File: src/sv/gtg_pkg.sv
`default_nettype none

package gtg_pkg;

    // Datapath widths of the vectoring rotator
    localparam int unsigned XW = 28;
    localparam int unsigned ZW = 34;

    localparam int unsigned CORDIC_STEPS_DEF = 16;
    localparam int unsigned ATAN_LEN         = 24;

    localparam logic signed [ZW-1:0] PI_Q29     = 34'sd1686629713;
    localparam logic [15:0]          GAIN_CORR  = 16'd39797;

    // Register reset values
    localparam logic signed [15:0] GOAL_X_RST   = 16'sd256;
    localparam logic signed [15:0] GOAL_Y_RST   = 16'sd256;
    localparam logic [11:0]        LIN_GAIN_RST = 12'd384;
    localparam logic [11:0]        ANG_GAIN_RST = 12'd1024;
    localparam logic [15:0]        TOL_RST      = 16'd3;

    typedef enum logic [2:0] {
        CFG_GOAL_X   = 3'd0,
        CFG_GOAL_Y   = 3'd1,
        CFG_LIN_GAIN = 3'd2,
        CFG_ANG_GAIN = 3'd3,
        CFG_TOL      = 3'd4
    } t_cfg_idx;

    typedef struct packed {
        logic signed [15:0] goal_x;
        logic signed [15:0] goal_y;
        logic [11:0]        linear_gain;
        logic [11:0]        angular_gain;
        logic [15:0]        arrive_tolerance;
    } t_cfg;

    // One beat moving down the rotator chain
    typedef struct packed {
        logic signed [XW-1:0] x;
        logic signed [XW-1:0] y;
        logic signed [ZW-1:0] z;
        logic signed [15:0]   hd;
    } t_cord;

    // atan(2^-i) in Q3.29
    function automatic logic signed [ZW-1:0] atan_q29(input int unsigned i);
        logic signed [ZW-1:0] v;
        case (i)
            0:       v = 34'sd421657428;
            1:       v = 34'sd248918915;
            2:       v = 34'sd131521918;
            3:       v = 34'sd66762579;
            4:       v = 34'sd33510843;
            5:       v = 34'sd16771758;
            6:       v = 34'sd8387925;
            7:       v = 34'sd4194219;
            8:       v = 34'sd2097141;
            9:       v = 34'sd1048575;
            10:      v = 34'sd524288;
            11:      v = 34'sd262144;
            12:      v = 34'sd131072;
            13:      v = 34'sd65536;
            14:      v = 34'sd32768;
            15:      v = 34'sd16384;
            16:      v = 34'sd8192;
            17:      v = 34'sd4096;
            18:      v = 34'sd2048;
            19:      v = 34'sd1024;
            20:      v = 34'sd512;
            21:      v = 34'sd256;
            22:      v = 34'sd128;
            23:      v = 34'sd64;
            default: v = '0;
        endcase
        return v;
    endfunction

endpackage

`default_nettype wire

File: src/sv/gtg_post.sv
`default_nettype none

module gtg_post (
    input  wire logic            i_clk,
    input  wire logic            i_rst_n,
    input  wire gtg_pkg::t_cfg   i_cfg,
    input  wire logic            i_valid,
    input  wire gtg_pkg::t_cord  i_data,
    output logic                 o_ready,
    output logic                 o_valid,
    output logic [15:0]          o_linear_cmd,
    output logic [15:0]          o_angular_cmd,
    output logic                 o_reached,
    input  wire logic            i_ready
);

    // Stage 1: gain-corrected magnitude product, heading error
    logic                 r1_valid;
    logic [42:0]          r1_prod;
    logic signed [18:0]   r1_err;
    // Stage 2: distance, angular product
    logic                 r2_valid;
    logic [17:0]          r2_dist;
    logic signed [31:0]   r2_angp;
    // Stage 3: linear product, saturated angular command, arrival
    logic                 r3_valid;
    logic [29:0]          r3_linp;
    logic [15:0]          r3_ang;
    logic                 r3_near;
    // Stage 4: output register
    logic                 r4_valid;
    logic [15:0]          r4_lin;
    logic [15:0]          r4_ang;
    logic                 r4_reached;

    logic                 rdy1;
    logic                 rdy2;
    logic                 rdy3;
    logic                 rdy4;

    logic [26:0]          xc;
    logic [42:0]          n1_prod;
    logic signed [gtg_pkg::ZW-1:0] zsum;
    logic signed [17:0]   brg;
    logic signed [18:0]   n1_err;
    logic [42:0]          dsum;
    logic [17:0]          n2_dist;
    logic signed [31:0]   n2_angp;
    logic [29:0]          n3_linp;
    logic signed [31:0]   asum;
    logic signed [18:0]   ash;
    logic [15:0]          n3_ang;
    logic                 n3_near;
    logic [30:0]          lsum;
    logic [22:0]          lsh;
    logic [15:0]          n4_lin;

    assign rdy4    = !r4_valid || i_ready;
    assign rdy3    = !r3_valid || rdy4;
    assign rdy2    = !r2_valid || rdy3;
    assign rdy1    = !r1_valid || rdy2;
    assign o_ready = rdy1;

    // Clamp x, scale by the inverse of the rotator gain, round the angle to Q3.13
    always_comb begin
        xc      = i_data.x[gtg_pkg::XW-1] ? '0 : i_data.x[26:0];
        n1_prod = {16'd0, xc} * {27'd0, gtg_pkg::GAIN_CORR};
        zsum    = i_data.z + 34'sd32768;
        brg     = zsum[gtg_pkg::ZW-1:16];
        n1_err  = {brg[17], brg} - {{3{i_data.hd[15]}}, i_data.hd};
    end

    // Round the distance, weight the heading error
    always_comb begin
        dsum    = r1_prod + 43'd8388608;
        n2_dist = dsum[41:24];
        n2_angp = $signed({20'd0, i_cfg.angular_gain}) * $signed({{13{r1_err[18]}}, r1_err});
    end

    // Weight the distance, round and clamp the turn command
    always_comb begin
        n3_linp = {18'd0, i_cfg.linear_gain} * {12'd0, r2_dist};
        n3_near = r2_dist <= {2'd0, i_cfg.arrive_tolerance};
        asum    = r2_angp + 32'sd4096;
        ash     = asum[31:13];
        if (ash > 19'sd32767) begin
            n3_ang = 16'h7FFF;
        end else if (ash < -19'sd32768) begin
            n3_ang = 16'h8000;
        end else begin
            n3_ang = ash[15:0];
        end
    end

    // Round and clamp the forward command
    always_comb begin
        lsum = {1'b0, r3_linp} + 31'd128;
        lsh  = lsum[30:8];
        if (lsh > 23'd32767) begin
            n4_lin = 16'h7FFF;
        end else begin
            n4_lin = lsh[15:0];
        end
    end

    always_ff @(posedge i_clk) begin
        if (!i_rst_n) begin
            r1_valid <= 1'b0;
            r2_valid <= 1'b0;
            r3_valid <= 1'b0;
            r4_valid <= 1'b0;
        end else begin
            if (rdy1) begin
                r1_valid <= i_valid;
            end
            if (rdy2) begin
                r2_valid <= r1_valid;
            end
            if (rdy3) begin
                r3_valid <= r2_valid;
            end
            if (rdy4) begin
                r4_valid <= r3_valid;
            end
        end
    end

    always_ff @(posedge i_clk) begin
        if (rdy1) begin
            r1_prod <= n1_prod;
            r1_err  <= n1_err;
        end
        if (rdy2) begin
            r2_dist <= n2_dist;
            r2_angp <= n2_angp;
        end
        if (rdy3) begin
            r3_linp <= n3_linp;
            r3_ang  <= n3_ang;
            r3_near <= n3_near;
        end
        // Zero both commands once the goal is within tolerance
        if (rdy4) begin
            r4_lin     <= r3_near ? 16'd0 : n4_lin;
            r4_ang     <= r3_near ? 16'd0 : r3_ang;
            r4_reached <= r3_near;
        end
    end

    assign o_valid       = r4_valid;
    assign o_linear_cmd  = r4_lin;
    assign o_angular_cmd = r4_ang;
    assign o_reached     = r4_reached;

endmodule

`default_nettype wire

File: config.mk
export PLATFORM = sky130hd
export DESIGN_NAME = gtg_post
export DESIGN_NICKNAME = d
export VERILOG_FILES = /design/src/sv/gtg_pkg.sv /design/src/sv/gtg_post.sv
export SDC_FILE = /design/constraint.sdc
export NUM_CORES = 2
export LEC_CHECK = 0
export BUFFER_PORTS_ARGS = -buffer_cell sky130_fd_sc_hd__clkbuf_2
export CAP_MARGIN = 20
export CORE_MARGIN = 10
export CORE_UTILIZATION = 50
export DETAILED_ROUTE_END_ITERATION = 10
export PLACE_DENSITY = 0.69
export SYNTH_ARGS = -nofsm -noshare
export SYNTH_HDL_FRONTEND = slang
export SYNTH_SLANG_ARGS = --single-unit
File: constraint.sdc
create_clock -name i_clk -period 13.1 [get_ports i_clk]
set_input_delay 1.31 -clock i_clk [delete_from_list [all_inputs] [get_ports i_clk]]
set_output_delay 1.31 -clock i_clk [all_outputs]
set_load 0.05 [all_outputs]
==> flow_metrics.tcl <==
set metrics [dict create \
    outcome "finished, final reports clean" \
    finClkSkew_ns 0.00933 \
    synth_edf_count 149 \
    tightest_slew_ns 1.04 \
    grt_pass1_wl_mm 106 \
    setup_slack_ns 5.11 \
    grt_start_max_net_pins 56 \
    syn_area_mm2 0.0298 \
    cp-start-kind "input port" \
    place_congestion 0.903 \
    clockBufferDepth 2 \
    rows 89 \
    worstSetupPathType "input port to flop" \
    wirelength_mm 61.7 \
    viasPerCell 5.09 \
    ff_latch_area_mm2 0.00455 \
    drtIter0Drc 1213 \
    fp.dieW_um 264 \
    netlist_top_cells_count "inv_1, fa_1, nand2_1" \
    final_max_slew_viol_count 0 \
    final_layout_size_suffix_gt1_share_pct 6.34 \
    synth_top_area_cell "fa_1" \
    drc 0 \
    nNetsFinal 4220 \
    synth_most_common_cell "inv_1" \
    synth-seq-cells 153 \
    clock_latency_ns 0.44 \
    io_pins 217 \
    synth_compound_area_share_pct 6.12 \
    synth_top_area_share_pct 35.5 \
    tns_ns 0 \
    crit_path_max_fanout 55 \
    seq_area_frac_synth_pct 15.3 \
    synth_xor_area_share_pct 5.50 \
    antenna_left 0 \
    synth_cells 3121 \
    drt_pass1_iterations 5 \
    grtUsageTotal_pct 18.3 \
    coreArea_mm2 0.0590 \
    synth_top_family_by_area "adder cells" \
    htree_num_levels 4 \
    start_util_pct 50.4 \
    post-cts-setup-buffers 0 \
    grt_overflow 0 \
    drv_cap 0 \
    die_y_um 264 \
    synth.distinct_cells 63 \
    setup_viol 0 \
    wl_met2_mm 29.6 \
    top_layer "met5" \
    dpl.hpwl_mm 51.2 \
    grt_pass1_vias 21600 \
    hold_buffers 0 \
    synth_ff_type "edfxtp_1" \
    n_antenna_cell 0 \
    wl_met1_mm 28.6 \
    layout_min_cycle_time_ns 7.99 \
    maxSlewHeadroom_pct 30.1 \
    yosys_warnings 0 \
    fin_crit_sh_pct 61.0 \
    clk_pin_slew_ns 0.07 \
    yosys-top-cells-area "fa_1, edfxtp_1, ha_1, inv_1, nand2_1" \
    syn_avg_cell_area_um2 9.53 \
    wl_per_cell_um 15.5 \
    synthMuxAreaShare_pct 0 \
    fmax_mhz 125 \
    hold_viol_final 0 \
    via_count 20200 \
    cts_buffers 17 \
    root_buffer "clkbuf_16" \
    required_ns 13.30 \
    cp.arrival_ns 8.18 \
    dr_wl_met3_mm 2.67 \
    antenna_found_initial 1 \
    yosys.area_share.simple_pct 13.6 \
    cts-resized-gates 0 \
    cts.sinks 153 \
    syn_nets 4153 \
    area_growth_pct 6.65 \
    async_flop_share_pct 0 \
    hold_slack_ns 0.479 \
    rsz0062_at_grt "false" \
    cts_tree "built" \
    hold_path.class "flop to flop" \
    dieArea_mm2 0.0697 \
    end_kind "flop" \
    fillers 5367 \
    multi_input_area_mm2 0.0221 \
    fin_util_pct 53.8 \
    synth_fa_ha_area_share_pct 49.1 \
    numPortBuffers 141 \
    place_ws_ns 4.63 \
]
-- stage by stage --
stage	std cells	instance area [µm²]
floorplan	3121	29800
global placement	3940	31100
detailed placement	3940	31100
CTS	3972	31700
global route	3974	31700
finish	3974	31700
-- cell families (layout without fill, tap and decap cells) --
kind of cell,Yosys count,after routing
xor gates and xnor gates,187,187
and+or+nand+nor,825,825
buffers and inverters,818,898
adders and majority gates,851,851
AOI/OAI and AO/OA,286,286
other,1,1
DFF,153,153
-- per-layer routing --
layer  vias to the layer above  global-route usage [%]
li1                       9763                       -
met1                      9999                    24.7
met2                       411                    31.2
met3                        67                    2.17
met4                         2                    3.91
met5                         -                       0
-- registers in the layout, indices dropped and copies added (netlist names) --
register       flops
r2_dist           18
r2_valid           1
r3_valid           1
r3_linp           23
r1_valid           1
r3_near            1
r1_prod           19
r1_err            19
r2_angp           20
o_linear_cmd      16
o_valid            1
o_angular_cmd     16
r3_ang            16
o_reached          1
-- critical path: stages --
cell and delay (ns):
clkbuf_2 0.50, nor2b_1 0.90, nand2_1 0.31, a21boi_0 0.23, fa_1 0.45, inv_1 0.09
fa_1 0.42, fa_1 0.48, fa_1 0.52, inv_1 0.06, fa_1 0.47, inv_1 0.04
ha_1 0.31, a21o_1 0.19, a21o_1 0.17, a21oi_1 0.22, nand3_1 0.10, o22ai_1 0.35
o221ai_1 0.28, a221oi_1 0.52, o21ba_2 0.20, xnor2_1 0.06
-- worst paths after layout --
check | slack, ns | from | endpoint | cells after the start
setup / recovery | 5.11 | i_data[105] | r1_prod[32] | 22
hold / removal | 0.48 | r2_valid | r3_valid | 2
setup reg to reg | 6.73 | r1_err[6] | r2_angp[31] | 19
hold reg to reg | 0.48 | r2_valid | r3_valid | 2
-- cells in the final DEF, fill, tap and decap left out, types with 17 or more instances in the layout --
cell type,netlist,routed
nor2b_1,56,56
a21oi_1,94,94
ha_1,322,322
o21a_1,21,21
nand2_1,353,351
xnor2_1,131,131
a21o_1,35,35
and3_1,24,24
fa_1,528,528
nand4_1,23,23
xor2_1,56,56
and2_1,181,181
inv_1,717,717
nor2_1,72,72
o21ai_0,60,60
clkbuf_16,0,17
nor3_1,26,26
clkbuf_2,1,141
nand3_1,44,44
edfxtp_1,149,149
-- final cells by class --
type                    count  share of cell area (%)
clock buffers              18                    1.35
clock inverters            14                   0.587
inverters                 717                    8.48
multi-input cells        2150                    69.7
flip-flops and latches    153                    14.3
well taps                 773                    3.05
repair buffers            149                    2.45
Power is left out: the tool's default activity adds up to more than one toggle a clock period on the data nets, which glitch-free logic cannot reach.
