## src/sv/gtg_pkg.sv

```systemverilog
`default_nettype none

package gtg_pkg;

    // Datapath widths of the vectoring rotator
    localparam int unsigned XW = 28;
    localparam int unsigned ZW = 34;

    localparam int unsigned CORDIC_STEPS_DEF = 16;
    localparam int unsigned ATAN_LEN         = 24;

    localparam logic signed [ZW-1:0] PI_Q29     = 34'sd1686629713;
    localparam logic [15:0]          GAIN_CORR  = 16'd39797;

    // Register reset values
    localparam logic signed [15:0] GOAL_X_RST   = 16'sd256;
    localparam logic signed [15:0] GOAL_Y_RST   = 16'sd256;
    localparam logic [11:0]        LIN_GAIN_RST = 12'd384;
    localparam logic [11:0]        ANG_GAIN_RST = 12'd1024;
    localparam logic [15:0]        TOL_RST      = 16'd3;

    typedef enum logic [2:0] {
        CFG_GOAL_X   = 3'd0,
        CFG_GOAL_Y   = 3'd1,
        CFG_LIN_GAIN = 3'd2,
        CFG_ANG_GAIN = 3'd3,
        CFG_TOL      = 3'd4
    } t_cfg_idx;

    typedef struct packed {
        logic signed [15:0] goal_x;
        logic signed [15:0] goal_y;
        logic [11:0]        linear_gain;
        logic [11:0]        angular_gain;
        logic [15:0]        arrive_tolerance;
    } t_cfg;

    // One beat moving down the rotator chain
    typedef struct packed {
        logic signed [XW-1:0] x;
        logic signed [XW-1:0] y;
        logic signed [ZW-1:0] z;
        logic signed [15:0]   hd;
    } t_cord;

    // atan(2^-i) in Q3.29
    function automatic logic signed [ZW-1:0] atan_q29(input int unsigned i);
        logic signed [ZW-1:0] v;
        case (i)
            0:       v = 34'sd421657428;
            1:       v = 34'sd248918915;
            2:       v = 34'sd131521918;
            3:       v = 34'sd66762579;
            4:       v = 34'sd33510843;
            5:       v = 34'sd16771758;
            6:       v = 34'sd8387925;
            7:       v = 34'sd4194219;
            8:       v = 34'sd2097141;
            9:       v = 34'sd1048575;
            10:      v = 34'sd524288;
            11:      v = 34'sd262144;
            12:      v = 34'sd131072;
            13:      v = 34'sd65536;
            14:      v = 34'sd32768;
            15:      v = 34'sd16384;
            16:      v = 34'sd8192;
            17:      v = 34'sd4096;
            18:      v = 34'sd2048;
            19:      v = 34'sd1024;
            20:      v = 34'sd512;
            21:      v = 34'sd256;
            22:      v = 34'sd128;
            23:      v = 34'sd64;
            default: v = '0;
        endcase
        return v;
    endfunction

endpackage

`default_nettype wire

```

## src/sv/gtg_prep.sv

```systemverilog
`default_nettype none

module gtg_prep (
    input  wire logic           i_clk,
    input  wire logic           i_rst_n,
    input  wire gtg_pkg::t_cfg  i_cfg,
    input  wire logic           i_valid,
    input  wire logic [15:0]    i_pos_x,
    input  wire logic [15:0]    i_pos_y,
    input  wire logic [15:0]    i_heading,
    output logic                o_ready,
    output logic                o_valid,
    output gtg_pkg::t_cord      o_data,
    input  wire logic           i_ready
);

    logic                  r_valid;
    gtg_pkg::t_cord        r_data;
    gtg_pkg::t_cord        n_data;
    logic signed [16:0]    dx;
    logic signed [16:0]    dy;
    logic signed [16:0]    ax;
    logic signed [16:0]    ay;
    logic                  neg;

    assign o_ready = !r_valid || i_ready;
    assign o_valid = r_valid;
    assign o_data  = r_data;

    // Form the goal vector, fold it into the right half plane
    always_comb begin
        dx  = {i_cfg.goal_x[15], i_cfg.goal_x} - {i_pos_x[15], i_pos_x};
        dy  = {i_cfg.goal_y[15], i_cfg.goal_y} - {i_pos_y[15], i_pos_y};
        neg = dx[16];
        ax  = neg ? -dx : dx;
        ay  = neg ? -dy : dy;
        n_data.x  = {{(gtg_pkg::XW-25){ax[16]}}, ax, 8'd0};
        n_data.y  = {{(gtg_pkg::XW-25){ay[16]}}, ay, 8'd0};
        n_data.hd = i_heading;
        if (!neg) begin
            n_data.z = '0;
        end else if (dy[16]) begin
            n_data.z = -gtg_pkg::PI_Q29;
        end else begin
            n_data.z = gtg_pkg::PI_Q29;
        end
    end

    // Take a beat whenever the slot is free or moving on
    always_ff @(posedge i_clk) begin
        if (!i_rst_n) begin
            r_valid <= 1'b0;
        end else if (o_ready) begin
            r_valid <= i_valid;
        end
    end

    always_ff @(posedge i_clk) begin
        if (o_ready) begin
            r_data <= n_data;
        end
    end

endmodule

`default_nettype wire

```

## config.mk

```make
export PLATFORM = sky130hd
export DESIGN_NAME = gtg_prep
export DESIGN_NICKNAME = d
export VERILOG_FILES = /design/src/sv/gtg_pkg.sv /design/src/sv/gtg_prep.sv
export SDC_FILE = /design/constraint.sdc
export NUM_CORES = 1
export LEC_CHECK = 0
export BUFFER_PORTS_ARGS = -buffer_cell sky130_fd_sc_hd__buf_4
export CORE_MARGIN = 2
export CORE_UTILIZATION = 32
export CTS_CLUSTER_SIZE = 25
export DETAILED_ROUTE_END_ITERATION = 8
export GPL_ROUTABILITY_DRIVEN = 0
export GPL_TIMING_DRIVEN = 0
export PLACE_DENSITY = 0.73
export SLEW_MARGIN = 20
export SYNTH_ARGS = -nofsm -noshare
export SYNTH_HDL_FRONTEND = slang
export SYNTH_SLANG_ARGS = --single-unit
export TNS_END_PERCENT = 100
```

## constraint.sdc

```tcl
create_clock -name i_clk -period 2.9 [get_ports i_clk]
set_clock_uncertainty 0.1 [all_clocks]
set_input_delay 0.145 -clock i_clk [delete_from_list [all_inputs] [get_ports i_clk]]
set_output_delay 0.145 -clock i_clk [all_outputs]
set_load 0.02 [all_outputs]
```

==> results of run 1 <==
[state kept, by name, indices dropped and copies added, names as in the netlist]
name,count
o_data,53
o_valid,1
[report_power, final]
group / internal (mW) / switching [mW] / leakage (nW) / total, mW
combinational: 0.768 / 0.894 / 2.47 / 1.66
clock: 0.329 / 0.303 / 0.0748 / 0.632
sequential: 1.08 / 0.0773 / 0.561 / 1.15
[per-stage QoR]
step	instance area (µm²)	util (%)
5_1_grt	6500	47.2
6_report	6500	47.2
3_3_place_gp	6060	44.0
4_1_cts	6450	46.8
3_5_place_dp	6090	44.2
2_1_floorplan	4530	-
[path summary, 6_finish.rpt]
check	from	end	cells after the start
setup / recovery	i_cfg[40]	o_data[74]	12
hold / removal	i_pos_x[0]	o_data[86]	3
setup reg to reg	o_valid	o_valid	3
hold reg to reg	o_valid	o_data[10]	1
[what timing repair did]
action | 4_1_cts | 5_1_grt
pin swaps | 0 | 3
hold endpoints to repair | 17 | 0
setup buffers | 0 | 1
hold buffers | 18 | 0
endpoints found under the setup margin | 28 | 26
gates resized for setup | 6 | 15
cloned | 0 | 0
[synthesized netlist by cell type, types with 3 or more instances]
master      n
clkbuf_1    4
nand2b_1    6
o21a_1      5
a21o_1      7
a21oi_1    27
and2_1      3
or3_1       6
a2111oi_0   3
nand3b_1    3
nor2_1     31
a211oi_1    5
o41ai_1     3
a31oi_1     4
o21ai_1    10
xnor2_1    30
o21ai_0    10
nand3_1    11
edfxtp_1   53
ha_1       35
xor2_1     21
nor3_1      8
o31ai_1     7
buf_4      53
nor2b_1     4
nand2_1    20
o211ai_1    5
inv_1      49
[routing by layer]
metal  share of wire, %  global-route usage [%]  vias up
li1                   -                       -     2040
met1                 44                    18.2     1766
met2                 46                    24.3      147
met3                9.9                    4.07        8
met4               0.68                    2.80        0
met5                  0                       0        -
[cells by family (layout without fill, tap and decap cells)]
group | after synthesis | in the layout | synth area share (%)
adders and majority gates | 37 | 37 | 10.7
other | 1 | 16 | 0.0839
DFF | 54 | 54 | 36.1
and+or+nand+nor | 110 | 110 | 12.9
buffers and inverters | 109 | 312 | 13.7
xor gates and xnor gates | 51 | 51 | 9.99
muxes | 1 | 1 | 0.224
AOI/OAI and AO/OA | 105 | 105 | 16.4
[critical path: stages]
cell and delay [ns]:
buf_4 0.07, inv_1 0.04, ha_1 0.20, fa_1 0.42
nand2b_1 0.22, a21oi_4 0.20, nor2b_1 0.08, xnor2_1 0.21
a2111oi_2 0.49, nand3_1 0.25, o41ai_2 0.29, xnor2_1 0.10
[area by class of cell]
type | count | area [µm²]
plain buffers | 59 | 442
clock buffers | 5 | 125
clock inverters | 3 | 26.3
fillers | 1332 | 7270
inverters | 50 | 188
multi-input cells | 320 | 2360
flip-flops and latches | 54 | 1610
well taps | 180 | 225
repair buffers | 195 | 1520
==> out/metrics.cfg, run 1 <==
[yosys]
synth_flop_cell=edfxtp_1
ys_types=61
seq_area_frac_synth_pct=36.1
syn_inst=468
synth_warnings=0
synth_top_area_share_pct=35.6
netlist_top_cells_area=edfxtp_1 36%, ha_1 9.8%, buf_4 8.9%
synth_edf_count=53
yosys_register_bits=54
async_reset_ff_share_pct=0
yosys.area.top_type=edfxtp_1
syn-cell-area_um2=4470
synth.avg_cell_area_um2=9.55

[final_layout]
post_route_cells_drive_above_1_share_pct=38.0
area_growth_pct=45.5
most-common-layout-cells=229 x buf_4, 53 x edfxtp_1, 49 x inv_1
fin_cells=866
nNetsFinal=846
final_common_cell=buf_4
antenna_cells=0

[clock_tree]
cts_max_path_buffers=2
cts_buffers=5
cts-htree-levels=2
cts_root_buf=clkbuf_16
cts.sinks=54
clk_pin_slew_worst_paths_ns=0.08
clkLatencyLatePin_ns=0.30
cts_tree=yes

[job]
cap_violations=0

[setup_path]
required_ns=2.84
worstSetupPathType=primary input to register
reg2reg_slack_ns=1.33
cp-end-kind=register
cp.arrival_ns=2.74
startpoint_type=primary input
cp_max_fo=5

[die]
die_h_um=122
pin_count=232
die_w_um=122
core_area_um2=13800
std_cell_rows=43
die_area_um2=14900
initial_core_util_pct=32.4

[power]
p_leak_nw=3.11
cellPowerDensity_nw_per_um2=530
power_mw=3.45
ir_worst_vdd_uv=266

[drt]
ant_nets=0
post_drt_wl_per_cell_um=12.8
drt-vias-per-instance=4.57
wl_mm=11.1
vias=3961
drc=0
drtPass1Iterations=4
drtIter0Drc=241

[outcome]
status=finished clean

[grt]
grt_pass1_vias=3572
antenna_found_initial=0
grt_pass1_wl_mm=16.8
grt_overflow=0
grtUsageTotal_pct=14.3
grt_start_max_net_pins=33

[sta]
final-hold-violation-count=0
max_freq_mhz=357
setup_violations=0
tightestPinTransition_ns=0.626
fin_tns_setup_ns=0
whs_ns=0.191
drv_slew=0
max-slew-margin-rel_pct=57.2
min_period_ns=2.80
finalCritPeriodShare_pct=96.6
setup_slack_ns=0.0989

[placed_design]
portBuffers=175
dp_hpwl_mm=8.80
place_worst_setup_slack_ns=-0.765
dp_cells=839

[hold_path]
hold_class=primary input to register

Power figures use the tool's default switching activity.
==> inputs of run 2 (changes only) <==
--- a/config.mk
+++ b/config.mk
@@ -5,6 +5,7 @@
 export SDC_FILE = /design/constraint.sdc
 export NUM_CORES = 1
 export LEC_CHECK = 0
+export ABC_AREA = 1
 export BUFFER_PORTS_ARGS = -buffer_cell sky130_fd_sc_hd__buf_4
 export CORE_MARGIN = 2
 export CORE_UTILIZATION = 32
@@ -12,7 +13,7 @@
 export DETAILED_ROUTE_END_ITERATION = 8
 export GPL_ROUTABILITY_DRIVEN = 0
 export GPL_TIMING_DRIVEN = 0
-export PLACE_DENSITY = 0.73
+export PLACE_DENSITY = 0.71
 export SLEW_MARGIN = 20
 export SYNTH_ARGS = -nofsm -noshare
 export SYNTH_HDL_FRONTEND = slang
==> out/metrics.cfg, run 2 <==
[sta]
finalCritPeriodShare_pct=81.0
fin_tns_setup_ns=0
rsz0062_at_grt=no
tightestPinTransition_ns=0.718
max_freq_mhz=426
max-slew-margin-rel_pct=52.1
min_period_ns=2.35
setup_slack_ns=0.550
final-hold-violation-count=0
drv_slew=0
setup_violations=0

[die]
die_area_um2=17500
pin_count=232
std_cell_rows=46
die_w_um=132
initial_core_util_pct=33.0
core_area_um2=16000
die_h_um=132

[setup_path]
cp-end-kind=register
reg2reg_slack_ns=1.52
rr_worst_depth=1
cp.arrival_ns=2.29
cp_max_fo=10
required_ns=2.84
startpoint_type=primary input
worstSetupPathType=primary input to register

[drt]
drtIter0Drc=233
drc=0
vias=5018
wl_mm=12.8
ant_nets=0
drtPass1Iterations=4
post_drt_wl_per_cell_um=10.8
drt-vias-per-instance=4.25

[yosys]
seq_area_frac_synth_pct=30.5
synth_warnings=0
ys_types=38
netlist_top_cells_area=edfxtp_1 30%, nand2_1 17%, inv_1 9.9%
async_reset_ff_share_pct=0
synth_most_common_cell=nand2_1
synth_top_area_share_pct=30.2
yosys.area.top_type=edfxtp_1
synth_flop_cell=edfxtp_1
syn_inst=752
syn-cell-area_um2=5280
synth_edf_count=53
yosys-top-cells-count=238 x nand2_1, 139 x inv_1, 63 x nand3_1
yosys_register_bits=54
synth.avg_cell_area_um2=7.02

[grt]
grtUsageTotal_pct=14.3
grt_overflow=0
grt_pass1_wl_mm=20.7
grt_pass1_vias=4440
antenna_found_initial=0
grt_start_max_net_pins=56

[final_layout]
antenna_cells=0
nNetsFinal=1126
area_growth_pct=37.5
most-common-layout-cells=237 x nand2_1, 230 x buf_4, 139 x inv_1
final_common_cell=nand2_1
post_route_cells_drive_above_1_share_pct=29.4
fin_area_um2=7260
utilization_pct=45.4
largest_reg_flops=53

[power]
ir_worst_vdd_uv=282
cellPowerDensity_nw_per_um2=532
p_leak_nw=4.08

[placed_design]
dp_hpwl_mm=10.4
place_worst_setup_slack_ns=0.227
placedInstanceArea_um2=6920
portBuffers=175

[clock_tree]
clk_pin_slew_worst_paths_ns=0.07
cts_buffers=5
cts_tree=yes
cts.sinks=54
cts_root_buf=clkbuf_16
clkLatencyLatePin_ns=0.29
cts-htree-levels=2
cts_setup_buffers=0
cts_max_path_buffers=2

[hold_path]
hold_class=primary input to register
whs_path_depth=3

[job]
cap_violations=0

[outcome]
status=finished clean

## run 2: changes by cell type after synthesis, sizes merged, moves of 9 or more
cell	previous run	this run
xnor2	30	7
nand2	20	256
inv	50	144
nand4	1	10
nor2	31	58
o21ai	20	7
nand3	11	66
## run 2: kinds of logic after synthesis
| kind of cell | Yosys count | share of synthesized area [%] |
|---|---|---|
| AND/OR/NAND/NOR | 401 | 33.3 |
| buffers and inverters | 202 | 18.9 |
| flip-flops | 54 | 30.5 |
| adder cells (fa/ha/maj) | 37 | 9.06 |
| AO/OA/AOI/OAI | 32 | 3.60 |
| XOR/XNOR | 25 | 4.58 |
| other | 1 | 0.0711 |
## run 2: final cells by class
| class | instances | area, µm² |
|---|---|---|
| Tap cell | 216 | 270 |
| Timing Repair Buffer | 191 | 1470 |
| Clock inverter | 3 | 47.5 |
| Fill cell | 1653 | 8740 |
| Inverter | 145 | 551 |
| Sequential cell | 54 | 1610 |
| Multi-Input combinational cell | 511 | 2730 |
| Buffer | 57 | 444 |
| Clock buffer | 5 | 125 |
## run 2: per-stage QoR
step	cells	hold slack [ns]	total power [mW]
CTS	1182	0.00511	3.91
global placement	1158	0.223	3.15
detailed placement	1158	0.225	3.17
global route	1182	0.00870	4.13
finish	1182	0.0129	3.86
floorplan	767	0.144	2.45
## run 2: repair_timing
item | CTS | global route
resized for setup | 0 | 0
setup endpoints to repair | 0 | 0
endpoints found under the hold margin | 16 | 0
hold buffers | 16 | 0
## run 2: worst max-delay path, cell delays in order
cell	delay [ns]
buf_4	0.08
inv_1	0.03
ha_1	0.21
fa_1	0.40
inv_1	0.14
nand2_1	0.06
nand2_1	0.08
nand4_1	0.10
nand2_1	0.14
nand2_1	0.08
nand2_1	0.06
nand2_1	0.07
nand2_4	0.18
inv_6	0.07
buf_12	0.15
nand2_4	0.08
o21ai_1	0.06
nand2_1	0.06
nand2_1	0.07
## run 2: worst paths after layout
check | from | end
min | i_valid | o_valid
min reg2reg | o_valid | o_data[15]
max reg2reg | o_valid | o_data[4]
max | i_cfg[56] | o_data[99]
## run 2: power breakdown
group          switching, mW  internal [mW]
logic                   1.12          0.876
clock network          0.281          0.414
registers             0.0902           1.08
total                   1.49           2.37
## run 2: routing by layer
| metal | up-vias | GRT usage [%] | share of wire (%) |
|---|---|---|---|
| met5 | - | 0 | 0 |
| met4 | 0 | 1.73 | 0.32 |
| li1 | 2691 | - | - |
| met3 | 5 | 3.42 | 7.0 |
| met2 | 160 | 23.1 | 45 |
| met1 | 2162 | 20.0 | 48 |
