**config.mk**
```make
export PLATFORM = sky130hd
export DESIGN_NAME = gtg_cell
export DESIGN_NICKNAME = d
export VERILOG_FILES = /design/src/sv/gtg_pkg.sv /design/src/sv/gtg_cell.sv
export SDC_FILE = /design/constraint.sdc
export NUM_CORES = 1
export LEC_CHECK = 0
export BUFFER_PORTS_ARGS = -buffer_cell sky130_fd_sc_hd__buf_4
export CAP_MARGIN = 40
export CORE_AREA = 4 4 133 166
export DETAILED_ROUTE_END_ITERATION = 6
export DIE_AREA = 0 0 137 170
export GPL_TIMING_DRIVEN = 0
export PLACE_DENSITY = 0.75
export SLEW_MARGIN = 0
export SYNTH_ARGS = -nofsm -noshare
export SYNTH_HDL_FRONTEND = slang
export SYNTH_SLANG_ARGS = --single-unit
```
**constraint.sdc**
```tcl
create_clock -name i_clk -period 8.6 [get_ports i_clk]
set_clock_uncertainty 0.1 [all_clocks]
set_input_delay 0.43 -clock i_clk [delete_from_list [all_inputs] [get_ports i_clk]]
set_output_delay 0.43 -clock i_clk [all_outputs]
set_load 0.05 [all_outputs]
```
**src/sv/gtg_pkg.sv**
```systemverilog
`default_nettype none

package gtg_pkg;

    // Datapath widths of the vectoring rotator
    localparam int unsigned XW = 28;
    localparam int unsigned ZW = 34;

    localparam int unsigned CORDIC_STEPS_DEF = 16;
    localparam int unsigned ATAN_LEN         = 24;

    localparam logic signed [ZW-1:0] PI_Q29     = 34'sd1686629713;
    localparam logic [15:0]          GAIN_CORR  = 16'd39797;

    // Register reset values
    localparam logic signed [15:0] GOAL_X_RST   = 16'sd256;
    localparam logic signed [15:0] GOAL_Y_RST   = 16'sd256;
    localparam logic [11:0]        LIN_GAIN_RST = 12'd384;
    localparam logic [11:0]        ANG_GAIN_RST = 12'd1024;
    localparam logic [15:0]        TOL_RST      = 16'd3;

    typedef enum logic [2:0] {
        CFG_GOAL_X   = 3'd0,
        CFG_GOAL_Y   = 3'd1,
        CFG_LIN_GAIN = 3'd2,
        CFG_ANG_GAIN = 3'd3,
        CFG_TOL      = 3'd4
    } t_cfg_idx;

    typedef struct packed {
        logic signed [15:0] goal_x;
        logic signed [15:0] goal_y;
        logic [11:0]        linear_gain;
        logic [11:0]        angular_gain;
        logic [15:0]        arrive_tolerance;
    } t_cfg;

    // One beat moving down the rotator chain
    typedef struct packed {
        logic signed [XW-1:0] x;
        logic signed [XW-1:0] y;
        logic signed [ZW-1:0] z;
        logic signed [15:0]   hd;
    } t_cord;

    // atan(2^-i) in Q3.29
    function automatic logic signed [ZW-1:0] atan_q29(input int unsigned i);
        logic signed [ZW-1:0] v;
        case (i)
            0:       v = 34'sd421657428;
            1:       v = 34'sd248918915;
            2:       v = 34'sd131521918;
            3:       v = 34'sd66762579;
            4:       v = 34'sd33510843;
            5:       v = 34'sd16771758;
            6:       v = 34'sd8387925;
            7:       v = 34'sd4194219;
            8:       v = 34'sd2097141;
            9:       v = 34'sd1048575;
            10:      v = 34'sd524288;
            11:      v = 34'sd262144;
            12:      v = 34'sd131072;
            13:      v = 34'sd65536;
            14:      v = 34'sd32768;
            15:      v = 34'sd16384;
            16:      v = 34'sd8192;
            17:      v = 34'sd4096;
            18:      v = 34'sd2048;
            19:      v = 34'sd1024;
            20:      v = 34'sd512;
            21:      v = 34'sd256;
            22:      v = 34'sd128;
            23:      v = 34'sd64;
            default: v = '0;
        endcase
        return v;
    endfunction

endpackage

`default_nettype wire

```
**src/sv/gtg_cell.sv**
```systemverilog
`default_nettype none

module gtg_cell #(
    parameter int unsigned STEP = 0
) (
    input  wire logic            i_clk,
    input  wire logic            i_rst_n,
    input  wire logic            i_valid,
    input  wire gtg_pkg::t_cord  i_data,
    output logic                 o_ready,
    output logic                 o_valid,
    output gtg_pkg::t_cord       o_data,
    input  wire logic            i_ready
);

    logic                         r_valid;
    gtg_pkg::t_cord               r_data;
    gtg_pkg::t_cord               n_data;
    logic signed [gtg_pkg::XW-1:0] xs;
    logic signed [gtg_pkg::XW-1:0] ys;

    assign o_ready = !r_valid || i_ready;
    assign o_valid = r_valid;
    assign o_data  = r_data;

    // One vectoring micro-rotation, driving y toward zero
    always_comb begin
        xs     = $signed(i_data.x) >>> STEP;
        ys     = $signed(i_data.y) >>> STEP;
        n_data = i_data;
        if (!i_data.y[gtg_pkg::XW-1]) begin
            n_data.x = i_data.x + ys;
            n_data.y = i_data.y - xs;
            n_data.z = i_data.z + gtg_pkg::atan_q29(STEP);
        end else begin
            n_data.x = i_data.x - ys;
            n_data.y = i_data.y + xs;
            n_data.z = i_data.z - gtg_pkg::atan_q29(STEP);
        end
    end

    always_ff @(posedge i_clk) begin
        if (!i_rst_n) begin
            r_valid <= 1'b0;
        end else if (o_ready) begin
            r_valid <= i_valid;
        end
    end

    always_ff @(posedge i_clk) begin
        if (o_ready) begin
            r_data <= n_data;
        end
    end

endmodule

`default_nettype wire

```
==> metrics.log, run 1 <==
[metrics] fill cell total of the finished layout: 1910
[metrics] Crit. End Element: flop
[metrics] Synth warnings: 0
[metrics] maximum level of the CTS H-tree: 3
[metrics] cells taking the most area after synthesis: sky130_fd_sc_hd__edfxtp_1 35%, sky130_fd_sc_hd__ha_1 17%, sky130_fd_sc_hd__a21oi_1 7.7%
[metrics] vias per cell: 5.56
[metrics] Rows: 59
[metrics] area added between synthesis and finish: 25.4%
[metrics] Max IR drop VDD: 0.0000998 V
[metrics] slowest CP cell: sky130_fd_sc_hd__clkbuf_1
[metrics] clock tree from TritonCTS: done
[metrics] vias after detailed routing: 8255
[metrics] mean instance size in the synthesized netlist: 9.29 um^2
[metrics] total power per unit cell area: 190 mW/mm^2
[metrics] Max-Slew Margin vs Limit: 36.6%
[metrics] EDFF count, synth: 105
[metrics] IO buf count: 217
[metrics] number of unique standard cell types used by synthesis: 70
[metrics] library cell used as clock root buffer: sky130_fd_sc_hd__clkbuf_16
[metrics] initial antenna violation count: 0
[metrics] Max Cap Violations: 0
[metrics] buffers and inverters on the worst path: 5
[metrics] commonest non-fill, non-tap cells in the layout: 221 x sky130_fd_sc_hd__buf_4, 139 x sky130_fd_sc_hd__a21oi_1, 120 x sky130_fd_sc_hd__ha_1
[metrics] core footprint: 0.0207 mm^2
[metrics] maximum number of pins on one net before global-route repair: 56
[metrics] most common library cell in the layout ignoring fill and taps: sky130_fd_sc_hd__buf_4
[metrics] clock network latency to the later pin of the worst-skew pair: 0.35 ns
[metrics] post-synth top area cell: sky130_fd_sc_hd__edfxtp_1
[metrics] number of instances in the synthesized netlist: 977
[metrics] I/O pin count: 218
[metrics] final standard cell utilization of the core: 55.0%
[metrics] global-route wire length before repair: 41000 um
[metrics] Post-DP HPWL: 21500 um
[metrics] CTS Buf Count: 9
[metrics] detailed-route DRC error count: 0
[metrics] outcome: completed
[metrics] dominant combinational cell family by area after synthesis: compound AO/OA/AOI/OAI gates
[metrics] achievable clock frequency: 205 MHz
[metrics] CP top delay family: compound AO/OA/AOI/OAI gates
[metrics] initial core utilization: 43.9%
[metrics] final setup violation count: 0
[metrics] number of global-route vias before repair: 7966
[metrics] share of post-route cells with drive strength above 1: 21.6%
[metrics] fraction of synthesized area in multiplexers: 0.662%
[metrics] required time of the critical path: 8.60 ns
[metrics] Yosys top cell area share: 34.7%
[metrics] xor/xnor cell area share of the yosys netlist: 7.82%
[metrics] count of nets left with antenna violations after detail routing: 0
[metrics] RD Place Congestion: 0.950
[metrics] ys async rst share: 0%
[metrics] wire length reported by the detailed router: 26700 um
[metrics] total of hold buffers inserted after clock tree synthesis: 0
[metrics] combined global-route utilization of all metal layers: 22.4%
[metrics] syn nets: 1211
[metrics] final number of hold-violating endpoints: 0
[metrics] die width: 137 um
[metrics] Arr. time, crit path: 4.89 ns
[metrics] path type of the worst min-delay path: in -> reg
[metrics] die area: 0.0233 mm^2
[metrics] fraction of the mapped netlist area in compound gates: 22.7%
[metrics] NumNets Final: 1441
[metrics] area fraction in and, or, nand and nor cells after synthesis: 10.8%
[metrics] post-CTS setup-driven buffer insertion count: 0
[metrics] predominant post-synthesis flop cell: sky130_fd_sc_hd__edfxtp_1
[metrics] Die Ht: 170 um
[metrics] number of antenna repair diodes: 0
[metrics] Setup Crit Path Kind: in -> reg
[metrics] unrepaired setup endpoints after global routing: no
[metrics] Worst-Margin Slew: 0.943 ns
[metrics] Post-Route Setup TNS: 0 ns
[metrics] Final Max Slew Viols: 0
[metrics] Seq/Total Area, Yosys: 35.0%
[metrics] average wire per cell in the routed design: 18.0 um
[metrics] delay of the slowest cell on the worst path: 0.44 ns
[metrics] startpoint type of the worst setup path: input port
[metrics] maximum buffer depth of the clock tree: 2
[metrics] TritonCTS Sinks: 106
[metrics] total leakage power: 5.14 nW
[metrics] clock transition time at the flip-flop clock pins of the worst setup and hold paths: 0.08 ns
[metrics] Iter 0 DRT Violations: 520
[metrics] worst path cell trace: buf_4, clkbuf_1, clkinv_1, clkbuf_1, buf_6, ha_1, a21oi_1, o21ai_1, o21a_1, a41oi_1, o311a_1, o22ai_1, a221oi_2, o21ai_0, a21oi_1, xnor2_1
[metrics] total overflow reported by the global router: 0
[metrics] final critical-path share of the clock period: 56.9%
[metrics] flip-flop and latch count after synthesis: 106
[metrics] number of iterations in the first detailed-routing pass: 7
[metrics] arithmetic-cell share of the synthesized area counting full adders, half adders and majority gates: 17.4%
[metrics] Resized cells post-CTS: 0
[metrics] Period minus WS final: 4.89 ns
[metrics] post-synthesis instance area: 0.00907 mm^2
[metrics] CP Max Fanout: 18
registers in the layout (all words and copies together) (netlist names):
| name | cells |
|---|---|
| o_data | 105 |
| o_valid | 1 |
final timing paths:
kind / start / endpoint / slack, ns / cells past startpoint
setup / recovery: i_data[77] / o_data[46] / 3.71 / 16
hold / removal: i_data[13] / o_data[13] / 0.15 / 1
setup reg to reg: o_valid / o_data[89] / 6.91 / 2
hold reg to reg: o_valid / o_data[7] / 1.02 / 1
routing by layer:
layer	part of all wire [%]	wire, um	global-route usage [%]
met5	0	0	0
met4	3.5	935	9.20
met3	7.2	1940	3.40
met1	39	10400	26.7
met2	50	13500	40.0
synth_stat cells, types with 5 or more instances:
library cell / instances
sky130_fd_sc_hd__xnor2_1: 62
sky130_fd_sc_hd__or3_1: 5
sky130_fd_sc_hd__xor2_1: 19
sky130_fd_sc_hd__o21ai_1: 5
sky130_fd_sc_hd__nand2b_1: 9
sky130_fd_sc_hd__mux2i_1: 6
sky130_fd_sc_hd__a31oi_1: 7
sky130_fd_sc_hd__a211oi_1: 10
sky130_fd_sc_hd__a21oi_1: 139
sky130_fd_sc_hd__inv_1: 90
sky130_fd_sc_hd__o21ai_0: 54
sky130_fd_sc_hd__nor2_1: 77
sky130_fd_sc_hd__buf_1: 8
sky130_fd_sc_hd__nor4_1: 7
sky130_fd_sc_hd__a21o_1: 29
sky130_fd_sc_hd__nor3_1: 20
sky130_fd_sc_hd__nand3_1: 16
sky130_fd_sc_hd__ha_1: 120
sky130_fd_sc_hd__nand2_1: 35
sky130_fd_sc_hd__nor2b_1: 8
sky130_fd_sc_hd__nand4_1: 9
sky130_fd_sc_hd__edfxtp_1: 105
sky130_fd_sc_hd__o21bai_1: 18
sky130_fd_sc_hd__clkbuf_1: 22
sky130_fd_sc_hd__o31ai_1: 7
sky130_fd_sc_hd__o21a_1: 9
cell type report:
class / instances / area [um^2] / share of cell area, %
Multi-Input combinational cell: 739 / 5390 / 47.4
Clock inverter: 7 / 60.1 / 0.528
Buffer: 38 / 163 / 1.43
Sequential cell: 106 / 3170 / 27.9
Clock buffer: 9 / 225 / 1.98
Timing Repair Buffer: 219 / 1670 / 14.7
Inverter: 94 / 353 / 3.10
Tap cell: 274 / 343 / 3.01
power breakdown:
group,internal (W),switching [W],leakage [nW]
combinational,0.000332,0.000697,3.91
clock,0.000202,0.000204,0.136
sequential,0.000692,0.0000295,1.10
cells by family (layout without fill, tap and decap cells):
logic type,Yosys count,in the layout
and+or+nand+nor,205,205
muxes,6,6
buffers and inverters,132,367
AOI/OAI and AO/OA,323,323
adders and majority gates,124,124
xor gates and xnor gates,81,81
DFF,106,106
stage by stage:
stage	cells	total power, W	area, um^2	setup WS (ns)	hold slack (ns)
after floorplan	977	0.00144	9070	4.54	0.429
after global placement	1468	0.00175	11000	3.07	0.508
after detailed placement	1470	0.00176	11100	3.41	0.509
after CTS	1486	0.00217	11400	3.76	0.130
after global routing	1486	0.00226	11400	3.47	0.122
final	1486	0.00216	11400	3.71	0.152
No activity file was read; power rests on OpenSTA's default activity.
==> run 2, diff against run 1 <==
- clock period: 8.6 -> 4.58 ns (I/O delays scaled with it)
==> run 2 against run 1 <==
The run now ends with design-rule violations left. Clock power grew 87%. Via count rose by 0.85%. Wire length grew 0.80%. Largest cell class unchanged.
==> metrics.log, run 2 (synthesis results as in run 1) <==
[metrics] outcome: finished with violations (was completed)
[metrics] violated checks: design-rule violations
[metrics] cell repeated most along the worst path: sky130_fd_sc_hd__a21oi_1
[metrics] maximum number of pins on one net before global-route repair: 56 (unchanged)
[metrics] internal power summed over all cells: 0.00231 W (was 0.00123 W)
[metrics] commonest non-fill, non-tap cells in the layout: 221 x sky130_fd_sc_hd__buf_4, 139 x sky130_fd_sc_hd__a21oi_1, 120 x sky130_fd_sc_hd__ha_1 (unchanged)
[metrics] maximum level of the CTS H-tree: 3 (unchanged)
[metrics] number of antenna repair diodes: 0 (unchanged)
[metrics] slowest CP cell: sky130_fd_sc_hd__a41oi_1 (was sky130_fd_sc_hd__clkbuf_1)
[metrics] post-CTS setup-driven buffer insertion count: 0 (unchanged)
[metrics] Worst-Margin Slew: 0.898 ns (was 0.943 ns)
[metrics] die area: 0.0233 mm^2 (unchanged)
[metrics] Max-Slew Margin vs Limit: 39.6% (was 36.6%)
[metrics] clock tree from TritonCTS: done (unchanged)
[metrics] M1 WL: 10300 um (was 10400 um)
[metrics] die width: 137 um (unchanged)
[metrics] Crit. End Element: flop (unchanged)
[metrics] initial core utilization: 43.9% (unchanged)
[metrics] final setup violation count: 0 (unchanged)
[metrics] initial antenna violation count: 0 (unchanged)
[metrics] origin of the critical flop-to-flop path: o_valid (unchanged)
[metrics] TritonCTS Sinks: 106 (unchanged)
[metrics] count of nets left with antenna violations after detail routing: 0 (unchanged)
[metrics] Hold Startpoint: i_valid (was i_data[13])
[metrics] maximum buffer depth of the clock tree: 2 (unchanged)
[metrics] combined global-route utilization of all metal layers: 22.7% (was 22.4%)
[metrics] highest routing layer actually used: met4 (unchanged)
[metrics] Max IR drop VDD: 0.000188 V (was 0.0000998 V)
[metrics] unrepaired setup endpoints after global routing: no (unchanged)
[metrics] achievable clock frequency: 240 MHz
[metrics] routed length on met2: 13600 um (was 13500 um)
[metrics] Iter 0 DRT Violations: 436 (was 520)
[metrics] RD Place Congestion: 0.950 (unchanged)
[metrics] Fin Hold WS: 0.0412 ns (was 0.152 ns)
[metrics] total net switching power: 0.00175 W (was 0.000931 W)
[metrics] metal3 WL: 1960 um (was 1940 um)
[metrics] required time of the critical path: 4.58 ns (was 8.60 ns)
[metrics] worst path cell trace: buf_4, clkinv_1, clkbuf_2, buf_6, ha_1, a21oi_1, o21ai_1, o21a_1, a41oi_1, o311a_1, o22ai_1, a221oi_2, o21ai_0, a21oi_1, xnor2_1 (was buf_4, clkbuf_1, clkinv_1, clkbuf_1, buf_6, ha_1, a21oi_1, o21ai_1, o21a_1, a41oi_1, o311a_1, o22ai_1, a221oi_2, o21ai_0, a21oi_1, xnor2_1)
[metrics] average wire per cell in the routed design: 17.9 um (was 18.0 um)
[metrics] Period minus WS final: 4.17 ns
[metrics] Rows: 59 (unchanged)
[metrics] final number of hold-violating endpoints: 0 (unchanged)
[metrics] detailed-route DRC error count: 6 (was 0)
[metrics] most common library cell in the layout ignoring fill and taps: sky130_fd_sc_hd__buf_4 (unchanged)
[metrics] startpoint type of the worst setup path: input port (unchanged)
[metrics] cells on worst reg2reg path: 2 (unchanged)
[metrics] vias after detailed routing: 8325 (was 8255)
[metrics] switching fraction of total power: 43.1% (was 43.2%)
[metrics] Clock Power Share: 18.7% (was 18.8%)
[metrics] vias per cell: 5.54 (was 5.56)
[metrics] combinational fraction of design power: 47.9% (was 47.7%)
[metrics] library cell used as clock root buffer: sky130_fd_sc_hd__clkbuf_16 (unchanged)
[metrics] path type of the worst min-delay path: in -> reg (unchanged)
[metrics] clock transition time at the flip-flop clock pins of the worst setup and hold paths: 0.08 ns (about the same)
[metrics] total overflow reported by the global router: 0 (unchanged)
[metrics] number of global-route vias before repair: 8068 (was 7966)
[metrics] total power per unit cell area: 351 mW/mm^2 (was 190 mW/mm^2)
[metrics] Post-DP HPWL: 21500 um (unchanged)
[metrics] Final Max Slew Viols: 0 (unchanged)
[metrics] fill cell total of the finished layout: 1887 (was 1910)
[metrics] Setup Crit Path Kind: in -> reg (unchanged)
[metrics] Arr. time, crit path: 4.17 ns (was 4.89 ns)
[metrics] number of flip-flops under the largest register name: 105 (unchanged)
[metrics] share of post-route cells with drive strength above 1: 21.4% (was 21.6%)
[metrics] worst hold path endpoint: o_valid (was o_data[13])
[metrics] I/O pin count: 218 (unchanged)
[metrics] terminus of the critical flop-to-flop path: o_data[89] (unchanged)
[metrics] core footprint: 0.0207 mm^2 (unchanged)
[metrics] CTS Buf Count: 9 (unchanged)
[metrics] standard cell area after detailed placement: 0.0111 mm^2 (unchanged)
[metrics] final critical-path share of the clock period: 91.1%
[metrics] CP Max Fanout: 25 (was 18)
[metrics] slack of the worst reg-to-reg path: 2.88 ns (was 6.91 ns)
[metrics] cell area after layout: 0.0116 mm^2 (was 0.0114 mm^2)
[metrics] NumNets Final: 1458 (was 1441)
[metrics] share of total power in sequential cells: 33.4% (about the same)
[metrics] total leakage power: 5.22 nW (was 5.14 nW)
[metrics] worst hold stages: 3 (was 1)
[metrics] area added between synthesis and finish: 27.3% (was 25.4%)
[metrics] Die Ht: 170 um (unchanged)
[metrics] number of iterations in the first detailed-routing pass: 7 (unchanged)
[metrics] clock network latency to the later pin of the worst-skew pair: 0.35 ns (about the same)
[metrics] delay of the slowest cell on the worst path: 0.41 ns (was 0.44 ns)
[metrics] global-route wire length before repair: 41600 um (was 41000 um)
[metrics] wire length reported by the detailed router: 26900 um (was 26700 um)
[metrics] IO buf count: 217 (unchanged)
[metrics] Max Cap Violations: 0 (unchanged)
run 2: how the worst max path moves through the flow:
stage / slack [ns] / startpoint / to / cells past startpoint
after floorplan: 0.56 / o_valid / o_valid / 2
after global placement: -0.75 / i_data[77] / o_data[46] / 15
after detailed placement: -0.41 / i_data[77] / o_data[46] / 16
after CTS: 0.07 / i_data[77] / o_data[46] / 16
after global routing: 0.22 / i_data[77] / o_data[46] / 15
final: 0.41 / i_data[77] / o_data[46] / 15
run 2: layout make-up:
type	instances	area, um^2	area share [%]
plain buffers	37	160	1.39
clock buffers	9	225	1.95
clock inverters	7	60.1	0.520
inverters	94	353	3.05
multi-input cells	739	5390	46.7
flip-flops and latches	106	3170	27.5
well taps	274	343	2.97
repair buffers	237	1850	16.0
run 2: through the flow:
stage	cells	total power (W)	TNS, ns	util, %	worst slack [ns]
finish	1503	0.00406	0	55.9	0.409
detailed placement	1470	0.00330	-1.21	53.7	-0.406
global placement	1468	0.00329	-4.32	53.4	-0.752
floorplan	977	0.00270	0	-	0.564
global route	1503	0.00427	0	55.9	0.221
CTS	1504	0.00409	0	55.9	0.0689
run 2: power groups by stage:
| stage | sequential (W) | clock, W | combinational [W] |
|---|---|---|---|
| finish | 0.00135 | 0.000759 | 0.00195 |
| detailed placement | 0.00138 | 0 | 0.00192 |
| floorplan | 0.00203 | 0 | 0.000674 |
| global placement | 0.00138 | 0 | 0.00191 |
| global route | 0.00137 | 0.000833 | 0.00207 |
| CTS | 0.00136 | 0.000785 | 0.00194 |
run 2: timing repair:
action                                 in CTS  in global routing
pin swaps                                   0                  0
resized for setup                           1                  0
hold buffers                               18                  0
cloned                                      0                  0
endpoints found under the hold margin      18                  0
setup endpoints to repair                   1                  3
run 2: critical path, delay by kind of cell:
kind	cells	cell delay, ns
compound gates	9	2.22
xor+xnor	1	0.07
buf+inv	4	1.28
fa+ha+maj	1	0.36
run 2: routing by layer:
layer	vias to the layer above	GRT usage, %
li1	4007	-
met1	3847	26.9
met2	395	40.8
met3	76	3.37
met4	0	9.20
met5	-	0
==> run 3, diff against run 2 <==
- ABC_CLOCK_PERIOD_IN_PS: unset -> 4580
- GPL_TIMING_DRIVEN: 0 -> unset
==> run 3 against run 2 <==
Cell count decreased by 2.2%. Fmax increased by 22%. Wire length decreased by 5.2%. Design area decreased by 1.0%. The flow now finishes without violations.
==> metrics.log, run 3 (synthesis results as in run 1) <==
[metrics] Final Max Slew Viols: 0 (unchanged)
[metrics] share of post-route cells with drive strength above 1: 21.6% (was 21.4%)
[metrics] share of total power in sequential cells: 32.9% (was 33.4%)
[metrics] core footprint: 0.0207 mm^2 (unchanged)
[metrics] path type of the worst min-delay path: in -> reg (unchanged)
[metrics] initial antenna violation count: 0 (unchanged)
[metrics] final setup violation count: 0 (unchanged)
[metrics] startpoint type of the worst setup path: input port (unchanged)
[metrics] Period minus WS final: 3.42 ns (was 4.17 ns)
[metrics] maximum level of the CTS H-tree: 3 (unchanged)
[metrics] CP Max Fanout: 12 (was 25)
[metrics] number of global-route vias before repair: 7967 (was 8068)
[metrics] clock tree from TritonCTS: done (unchanged)
[metrics] worst slack at placement: 0.914 ns (was -0.406 ns)
[metrics] commonest non-fill, non-tap cells in the layout: 223 x sky130_fd_sc_hd__buf_4, 139 x sky130_fd_sc_hd__a21oi_1, 120 x sky130_fd_sc_hd__ha_1 (was 221 x sky130_fd_sc_hd__buf_4, 139 x sky130_fd_sc_hd__a21oi_1, 120 x sky130_fd_sc_hd__ha_1)
[metrics] IO buf count: 217 (unchanged)
[metrics] cells on worst reg2reg path: 2 (unchanged)
[metrics] die width: 137 um (unchanged)
[metrics] combinational fraction of design power: 46.7% (was 47.9%)
[metrics] Iter 0 DRT Violations: 647 (was 436)
[metrics] Setup Crit Path Kind: in -> reg (unchanged)
[metrics] Worst-Margin Slew: 0.890 ns (was 0.898 ns)
[metrics] total leakage power: 5.17 nW (was 5.22 nW)
[metrics] area added between synthesis and finish: 26.0% (was 27.3%)
[metrics] Post-Route Setup TNS: 0 ns (unchanged)
[metrics] I/O pin count: 218 (unchanged)
[metrics] switching fraction of total power: 42.5% (was 43.1%)
[metrics] Max IR drop VDD: 0.000199 V (was 0.000188 V)
[metrics] RD Place Congestion: 0.969 (was 0.950)
[metrics] die area: 0.0233 mm^2 (unchanged)
[metrics] total net switching power: 0.00175 W (about the same)
[metrics] Resized cells post-CTS: 0 (was 1)
[metrics] Max Cap Violations: 0 (unchanged)
[metrics] clock transition time at the flip-flop clock pins of the worst setup and hold paths: 0.08 ns (about the same)
[metrics] vias after detailed routing: 8085 (was 8325)
[metrics] count of nets left with antenna violations after detail routing: 0 (unchanged)
[metrics] total power per unit cell area: 360 mW/mm^2 (was 351 mW/mm^2)
[metrics] Post-DP HPWL: 20000 um (was 21500 um)
[metrics] initial core utilization: 43.9% (unchanged)
[metrics] Arr. time, crit path: 3.42 ns (was 4.17 ns)
[metrics] final critical-path share of the clock period: 74.6% (was 91.1%)
[metrics] global-route wire length before repair: 39600 um (was 41600 um)
[metrics] detailed-route DRC error count: 0 (was 6)
[metrics] NumNets Final: 1425 (was 1458)
[metrics] total chip power: 0.00412 W (was 0.00406 W)
[metrics] total overflow reported by the global router: 0 (unchanged)
[metrics] number of antenna repair diodes: 0 (unchanged)
[metrics] instance count after placement with tap cells included: 1436 (was 1470)
[metrics] TritonCTS Sinks: 106 (unchanged)
[metrics] average wire per cell in the routed design: 17.4 um (was 17.9 um)
[metrics] setup slack after layout: 1.16 ns (was 0.409 ns)
[metrics] achievable clock frequency: 293 MHz (was 240 MHz)
[metrics] combined global-route utilization of all metal layers: 21.3% (was 22.7%)
[metrics] final number of hold-violating endpoints: 0 (unchanged)
[metrics] post-CTS setup-driven buffer insertion count: 0 (unchanged)
[metrics] number of standard cells in the final layout excluding fillers: 1470 (was 1503)
[metrics] Rows: 59 (unchanged)
[metrics] clock network latency to the later pin of the worst-skew pair: 0.35 ns (about the same)
[metrics] number of flip-flops under the largest register name: 105 (unchanged)
[metrics] wire length reported by the detailed router: 25500 um (was 26900 um)
[metrics] Crit. End Element: flop (unchanged)
[metrics] outcome: completed (was finished with violations)
[metrics] maximum buffer depth of the clock tree: 2 (unchanged)
[metrics] required time of the critical path: 4.58 ns (about the same)
[metrics] worst hold stages: 2 (was 3)
[metrics] CTS Buf Count: 9 (unchanged)
[metrics] vias per cell: 5.50 (was 5.54)
[metrics] unrepaired setup endpoints after global routing: no (unchanged)
[metrics] Clock Power Share: 20.4% (was 18.7%)
[metrics] slowest CP cell: sky130_fd_sc_hd__a221oi_2 (was sky130_fd_sc_hd__a41oi_1)
[metrics] Max-Slew Margin vs Limit: 40.7% (was 39.6%)
[metrics] most common library cell in the layout ignoring fill and taps: sky130_fd_sc_hd__buf_4 (unchanged)
[metrics] number of iterations in the first detailed-routing pass: 6 (was 7)
[metrics] Die Ht: 170 um (unchanged)
[metrics] worst path cell trace: buf_4, clkinv_1, buf_4, ha_1, a21oi_1, o21ai_0, a221o_1, a41oi_1, o311a_1, o22ai_1, a221oi_2, o21ai_0, a21oi_1, xnor2_1 (was buf_4, clkinv_1, clkbuf_2, buf_6, ha_1, a21oi_1, o21ai_1, o21a_1, a41oi_1, o311a_1, o22ai_1, a221oi_2, o21ai_0, a21oi_1, xnor2_1)
[metrics] maximum number of pins on one net before global-route repair: 68 (was 56)
[metrics] library cell used as clock root buffer: sky130_fd_sc_hd__clkbuf_16 (unchanged)
[metrics] delay of the slowest cell on the worst path: 0.38 ns (was 0.41 ns)
[metrics] internal power summed over all cells: 0.00237 W (was 0.00231 W)
-- run 3: cell type report --
| type | instances | area [um^2] |
|---|---|---|
| Clock buffer | 9 | 225 |
| Timing Repair Buffer | 241 | 1850 |
| Clock inverter | 7 | 92.6 |
| Sequential cell | 106 | 3170 |
| Tap cell | 274 | 343 |
| Inverter | 94 | 353 |
| Multi-Input combinational cell | 739 | 5390 |
| Fill cell | 1861 | 9240 |
-- run 3: timing repair --
item | in CTS | in global routing
hold buffers | 18 | 0
endpoints found under the hold margin | 18 | 0
setup endpoints to repair | 0 | 0
-- run 3: per-layer routing --
metal | track usage (%) | wire length, um | up-vias
li1 | - | - | 3927
met1 | 25.6 | 10100 | 3735
met2 | 37.7 | 12800 | 359
met3 | 3.40 | 1710 | 64
met4 | 8.59 | 933 | 0
met5 | 0 | 0 | -
-- run 3: worst paths after layout --
path	start	end	slack, ns
max	i_data[77]	o_data[46]	1.16
min	i_data[18]	o_data[18]	0.05
max reg2reg	o_valid	o_data[93]	2.51
min reg2reg	o_valid	o_data[4]	1.09
-- run 3: power by group through the flow --
stage / clock network, W / logic, W / registers [W]
4_1_cts: 0.000867 / 0.00192 / 0.00136
2_1_floorplan: 0 / 0.000674 / 0.00203
5_1_grt: 0.000904 / 0.00204 / 0.00137
3_5_place_dp: 0 / 0.00190 / 0.00138
3_3_place_gp: 0 / 0.00188 / 0.00138
6_report: 0.000840 / 0.00192 / 0.00136
-- run 3: stage by stage --
stage / area [um^2] / hold slack (ns) / util (%)
finish: 11400 / 0.0508 / 55.3
global route: 11400 / 0.0389 / 55.3
CTS: 11400 / 0.0217 / 55.3
detailed placement: 10900 / 0.308 / 52.9
global placement: 10900 / 0.307 / 52.9
floorplan: 9070 / 0.228 / -
-- run 3: worst max-delay path: cells and delay by family --
family | cells | cell delay, ns
fa+ha+maj | 1 | 0.34
buf+inv | 3 | 0.66
xor+xnor | 1 | 0.07
compound gates | 9 | 2.11
